--- src/rtl/assert_macros.svh ---
// ----------------------------------------------------------------------------
// Assertion macros
// Shared concurrent assertion forms for the grid local maximum detector.
// ----------------------------------------------------------------------------
`ifndef ASSERT_MACROS_SVH
`define ASSERT_MACROS_SVH

// The expression must hold at every clock edge outside reset.
`define GLMD_ASSERT_ALWAYS(lbl, clk, rst_n, expr, msg) \
	lbl: assert property (@(posedge clk) disable iff (!rst_n) (expr)) else $error(msg);

// The consequent must hold in the same cycle as the antecedent.
`define GLMD_ASSERT_IMPL(lbl, clk, rst_n, ante, cons, msg) \
	lbl: assert property (@(posedge clk) disable iff (!rst_n) (ante) |-> (cons)) \
		else $error(msg);

// The consequent must hold in the cycle after the antecedent.
`define GLMD_ASSERT_NEXT(lbl, clk, rst_n, ante, cons, msg) \
	lbl: assert property (@(posedge clk) disable iff (!rst_n) (ante) |=> (cons)) \
		else $error(msg);

`endif

--- src/rtl/glmd_pkg.sv ---
// ----------------------------------------------------------------------------
// glmd_pkg
// Types and constants shared by the grid local maximum detector modules.
// ----------------------------------------------------------------------------
`default_nettype none

package glmd_pkg;

	// Width of the frame size registers and of the reported coordinates.
	localparam int CFG_W = 8;
	localparam int POS_W = 7;

	localparam logic [CFG_W-1:0] DIM_RESET = 8'd128;

	typedef enum logic [0:0] {
		REG_ROW_COUNT    = 1'b0,
		REG_COLUMN_COUNT = 1'b1
	} glmd_reg_t;

	// Cells decided by one request, in reporting order.
	typedef struct packed {
		logic upper;   // cell above the new value
		logic left;    // last-row cell left of the new value
		logic corner;  // final cell of the frame
	} glmd_hits_t;

endpackage

`default_nettype wire

--- src/rtl/glmd_out_queue.sv ---
// ----------------------------------------------------------------------------
// glmd_out_queue
// Holds the results decided by one request and hands them out one per cycle
// through an output register while the output is not stalled.
// ----------------------------------------------------------------------------
`default_nettype none

`include "assert_macros.svh"

module glmd_out_queue import glmd_pkg::*; #(
	parameter int VW = 16
) (
	input  logic                 clk,
	input  logic                 arst_n,
	input  logic                 load,
	input  glmd_hits_t           hits,
	input  logic [POS_W-1:0]     row_in,
	input  logic [POS_W-1:0]     col_in,
	input  logic signed [VW-1:0] val_upper,
	input  logic signed [VW-1:0] val_left,
	input  logic signed [VW-1:0] val_corner,
	output logic                 can_load,
	output logic                 out_valid,
	input  logic                 out_ready,
	output logic signed [VW-1:0] peak_value,
	output logic [POS_W-1:0]     peak_row,
	output logic [POS_W-1:0]     peak_column,
	output logic                 last_of_run
);

	glmd_hits_t            hits_s1;
	logic [POS_W-1:0]      row_s1;
	logic [POS_W-1:0]      col_s1;
	logic signed [VW-1:0]  upper_s1;
	logic signed [VW-1:0]  left_s1;
	logic signed [VW-1:0]  corner_s1;

	logic                  out_valid_q;
	logic signed [VW-1:0]  value_q;
	logic [POS_W-1:0]      row_q;
	logic [POS_W-1:0]      col_q;
	logic                  last_q;

	logic                  pending;
	logic                  slot_free;
	logic                  move;
	glmd_hits_t            rest;
	logic signed [VW-1:0]  sel_value;
	logic [POS_W-1:0]      sel_row;
	logic [POS_W-1:0]      sel_col;

	assign pending   = hits_s1.upper | hits_s1.left | hits_s1.corner;
	assign slot_free = !out_valid_q || out_ready;
	assign move      = pending && slot_free;

	// A new request may enter once the held results will all have moved on.
	assign can_load  = !pending || ($onehot(hits_s1) && slot_free);

	always_comb begin
		rest      = hits_s1;
		sel_value = corner_s1;
		sel_row   = row_s1;
		sel_col   = col_s1;
		priority if (hits_s1.upper) begin
			rest.upper = 1'b0;
			sel_value  = upper_s1;
			sel_row    = row_s1 - POS_W'(1);
		end else if (hits_s1.left) begin
			rest.left  = 1'b0;
			sel_value  = left_s1;
			sel_col    = col_s1 - POS_W'(1);
		end else begin
			rest.corner = 1'b0;
		end
	end

	always_ff @(posedge clk or negedge arst_n) begin
		if (!arst_n) begin
			hits_s1     <= '0;
			out_valid_q <= 1'b0;
		end else begin
			if (load) begin
				hits_s1 <= hits;
			end else if (move) begin
				hits_s1 <= rest;
			end
			if (slot_free) begin
				out_valid_q <= move;
			end
		end
	end

	always_ff @(posedge clk) begin
		if (load) begin
			row_s1    <= row_in;
			col_s1    <= col_in;
			upper_s1  <= val_upper;
			left_s1   <= val_left;
			corner_s1 <= val_corner;
		end
		if (move) begin
			value_q <= sel_value;
			row_q   <= sel_row;
			col_q   <= sel_col;
			last_q  <= (rest == '0);
		end
	end

	assign out_valid   = out_valid_q;
	assign peak_value  = value_q;
	assign peak_row    = row_q;
	assign peak_column = col_q;
	assign last_of_run = last_q;

	`GLMD_ASSERT_IMPL(a_load_when_drained, clk, arst_n, load,
		$countones(hits_s1) == 0 || ($countones(hits_s1) == 1 && slot_free),
		"request taken while earlier results were still held")
	`GLMD_ASSERT_NEXT(a_run_continues, clk, arst_n,
		out_valid_q && out_ready && !last_q, out_valid_q,
		"gap inside a run of results")
	`GLMD_ASSERT_NEXT(a_held_when_blocked, clk, arst_n,
		pending && !slot_free, $stable(hits_s1),
		"held results changed while the output was stalled")

endmodule

`default_nettype wire

--- config.mk ---
export PLATFORM = sky130hd
export DESIGN_NAME = glmd_out_queue
export DESIGN_NICKNAME = d
export VERILOG_FILES = /design/src/rtl/glmd_pkg.sv /design/src/rtl/glmd_out_queue.sv
export VERILOG_INCLUDE_DIRS = /design/src /design/src/rtl
export SDC_FILE = /design/constraint.sdc
export NUM_CORES = 1
export LEC_CHECK = 0
export ABC_AREA = 1
export CAP_MARGIN = 10
export CORE_MARGIN = 2
export CORE_UTILIZATION = 45
export DETAILED_ROUTE_END_ITERATION = 8
export DONT_BUFFER_PORTS = 1
export PLACE_DENSITY = 0.59
export RECOVER_POWER = 100
export SETUP_SLACK_MARGIN = 0.4
export SYNTH_ARGS = -nofsm -noshare
export SYNTH_HDL_FRONTEND = slang
export SYNTH_SLANG_ARGS = --single-unit
--- constraint.sdc ---
create_clock -name clk -period 1.8 [get_ports clk]
set_clock_uncertainty 0.1 [all_clocks]
set_input_delay 0.45 -clock clk [delete_from_list [all_inputs] [get_ports clk]]
set_output_delay 0.45 -clock clk [all_outputs]
set_load 0.01 [all_outputs]
==> impl_metrics.ini <==
[sta]
slew_headroom_pct = 72.36
finalSetupViolCount = 54
fin_setup_tns_ns = -8.539
finalWorstSetupSlack_ns = -0.3698
finalCritPeriodShare_pct = 120.5
max_freq_mhz = 460.9
worst_pin_slew_ns = 0.4145
min_period_ns = 2.170
rsz0062_at_grt = true
slew_violations = 0
hold_viol_final = 0

[die]
initial_core_util_pct = 45.98
die_area_um2 = 9056
io_pins = 102
die_y_um = 95.17
core.rowCount = 33
core_um2 = 8134
die_w_um = 95.17

[synth]
synth_area_um2 = 3740
syn-num-nets = 345
ys_seq_area_share_pct = 77.35
synthCells = 273
ys_seq_elements = 97
ys_types = 24
synth_area_leaders = edfxtp_1, nand2_1, nand3_1
yosysTopAreaCell = edfxtp_1
yosys_warnings = 0
synth.top_cell.area_share_pct = 74.67
synth_area_per_cell_um2 = 13.70

[worst_setup_path]
worstSetupPathType = reg -> out
critPathRequiredTime_ns = 1.25
cp-end-kind = output port
crit_arrival_ns = 1.62
path_max_fanout = 2
crit_path_start_kind = register
ff2ff_setup_slack_ns = -0.26
cp-startpoint = hits_s1[0]
ff2ff_path_depth = 10
r2r_end = peak_column[5]
r2r_start = hits_s1[2]

[cells_and_area]
num_antenna_cells = 0
final_util_pct = 58.16
design_area_um2 = 4731
area_growth_pct = 26.50
drive_gt1_share_pct = 29.41
final_net_count = 390

[routing]
drc = 0
drt_iter0_drc = 128
wl_mm = 7.539
routedWlPerCell_um = 17.61
vias_per_cell = 5.037
drtPass1Iterations = 4
ant_nets = 0
num_vias = 2156

[global_route]
grt_max_degree = 67
gr-total-overflow = 0
antenna_found_initial = 0
grt_pass1_wl_mm = 10.92
first_global_vias = 2056
track_usage_pct = 16.92

[flow_run]
maxCapViolCount = 0

[pwr]
p_total_w = 0.005532
pwr_density_cell_nw_per_um2 = 1169
peakVddDrop_v = 0.0005658
p_leak_nw = 1.848

[status]
violations = setup timing
status = finished, violations left

[min_path]
min_from = val_corner[10]
hold_end = corner_s1[10]
hold_depth = 0
min_path_type = in -> reg

[cts]
insertion_delay_ns = 0.35
cts.sinks = 97
cts_tree = built
clk_pin_slew_ns = 0.09
cts_buffer_depth = 2
cts.htree.levels = 3
cts_made_buffers = 9
cts_root_buf = clkbuf_8

[place]
port_buffers = 0
gp_congestion = 0.7088
placed_area_um2 = 3945
dpl.hpwl_mm = 4.296
[cells in the mapped netlist]
cell      instances
edfxtp_1         93
fa_1              1
nor2_8            1
dfrtp_1           4
nor2_4            1
nand4_1           4
nor2_1           12
buf_1             1
nand2_1          85
buf_6             1
nand3_2           3
o31ai_1           1
inv_4             1
nand3_1          23
inv_1            21
clkinv_1          1
xor2_1            4
buf_2             2
nand2_2           4
o21ai_1           1
ha_1              2
nor3_1            2
o21ai_0           4
buf_12            1
[cell families after synthesis]
kind of cell	share of synthesized area, %
adder cells (fa/ha/maj)	1.204
AND/OR/NAND/NOR	16.06
buffers and inverters	3.580
XOR/XNOR	0.9367
flip-flops	77.35
AO/OA/AOI/OAI	0.8698
[per-stage QoR]
stage,cells,setup slack [ns],hold slack (ns)
CTS,415,-0.4052,0.06606
detailed placement,383,-0.04310,0.05458
global route,428,-0.4406,0.05850
floorplan,273,-0.07116,0.05441
finish,428,-0.3698,0.08863
global placement,383,0.006376,0.05456
[repair_timing]
action	4_1_cts	5_1_grt
hold buffers	1	0
gates resized for setup	27	42
gates cloned	3	4
endpoints found under the setup margin	61	64
setup buffers	12	9
endpoints found under the hold margin	4	0
pin swaps	6	13
[worst max-delay path: stages (launching register included)]
cell	delay, ns
dfrtp_1	0.38
inv_2	0.06
fa_1	0.52
o31ai_4	0.31
[sequential cells by signal, indices dropped and copies added, names as in the netlist]
| register | flops |
|---|---|
| left_s1 | 16 |
| col_s1 | 7 |
| hits_s1 | 3 |
| corner_s1 | 16 |
| last_of_run | 1 |
| upper_s1 | 16 |
| peak_row | 7 |
| row_s1 | 7 |
| peak_value | 16 |
| peak_column | 7 |
| out_valid | 1 |
[final cells by class]
class                           count  area, um2
Multi-Input combinational cell    148      855.8
Tap cell                          105      131.4
Clock buffer                        9      123.9
Inverter                           23      97.59
Clock inverter                      7      93.84
Timing Repair Buffer               39      533.0
Sequential cell                    97       2895
Fill cell                         641       3403
[worst max path at each step]
stage                     endpoint  cells past startpoint
after global routing      can_load                      3
final                     can_load                      3
after floorplan           can_load                      4
after global placement    can_load                      3
after CTS                 can_load                      3
after detailed placement  can_load                      3
[report_power, final]
part	internal, W	switching [W]	total, W	leakage [nW]
sequential	0.00283	0.000196	0.00303	0.955
combinational	0.000517	0.000475	0.000992	0.784
clock	0.000783	0.000726	0.00151	0.109
total	0.00414	0.00140	0.00553	1.85
[cell usage in the layout (no fill, tap or decap), drive strengths merged, types with 5 or more instances in the layout]
| cell type | count |
|---|---|
| edfxtp | 93 |
| nor2 | 14 |
| nand2 | 89 |
| o21ai | 5 |
| buf | 31 |
| clkbuf | 16 |
| inv | 22 |
| clkinv | 5 |
| nand3 | 26 |
[layer usage]
metal | routed length, um | track usage [%] | vias to the layer above
met2 | 4009 | 29.11 | 95
li1 | - | - | 1032
met3 | 555 | 5.296 | 9
met1 | 2887 | 19.60 | 1020
met5 | 0 | 0 | -
met4 | 87 | 6.884 | 0
Power figures use the tool's default switching activity.
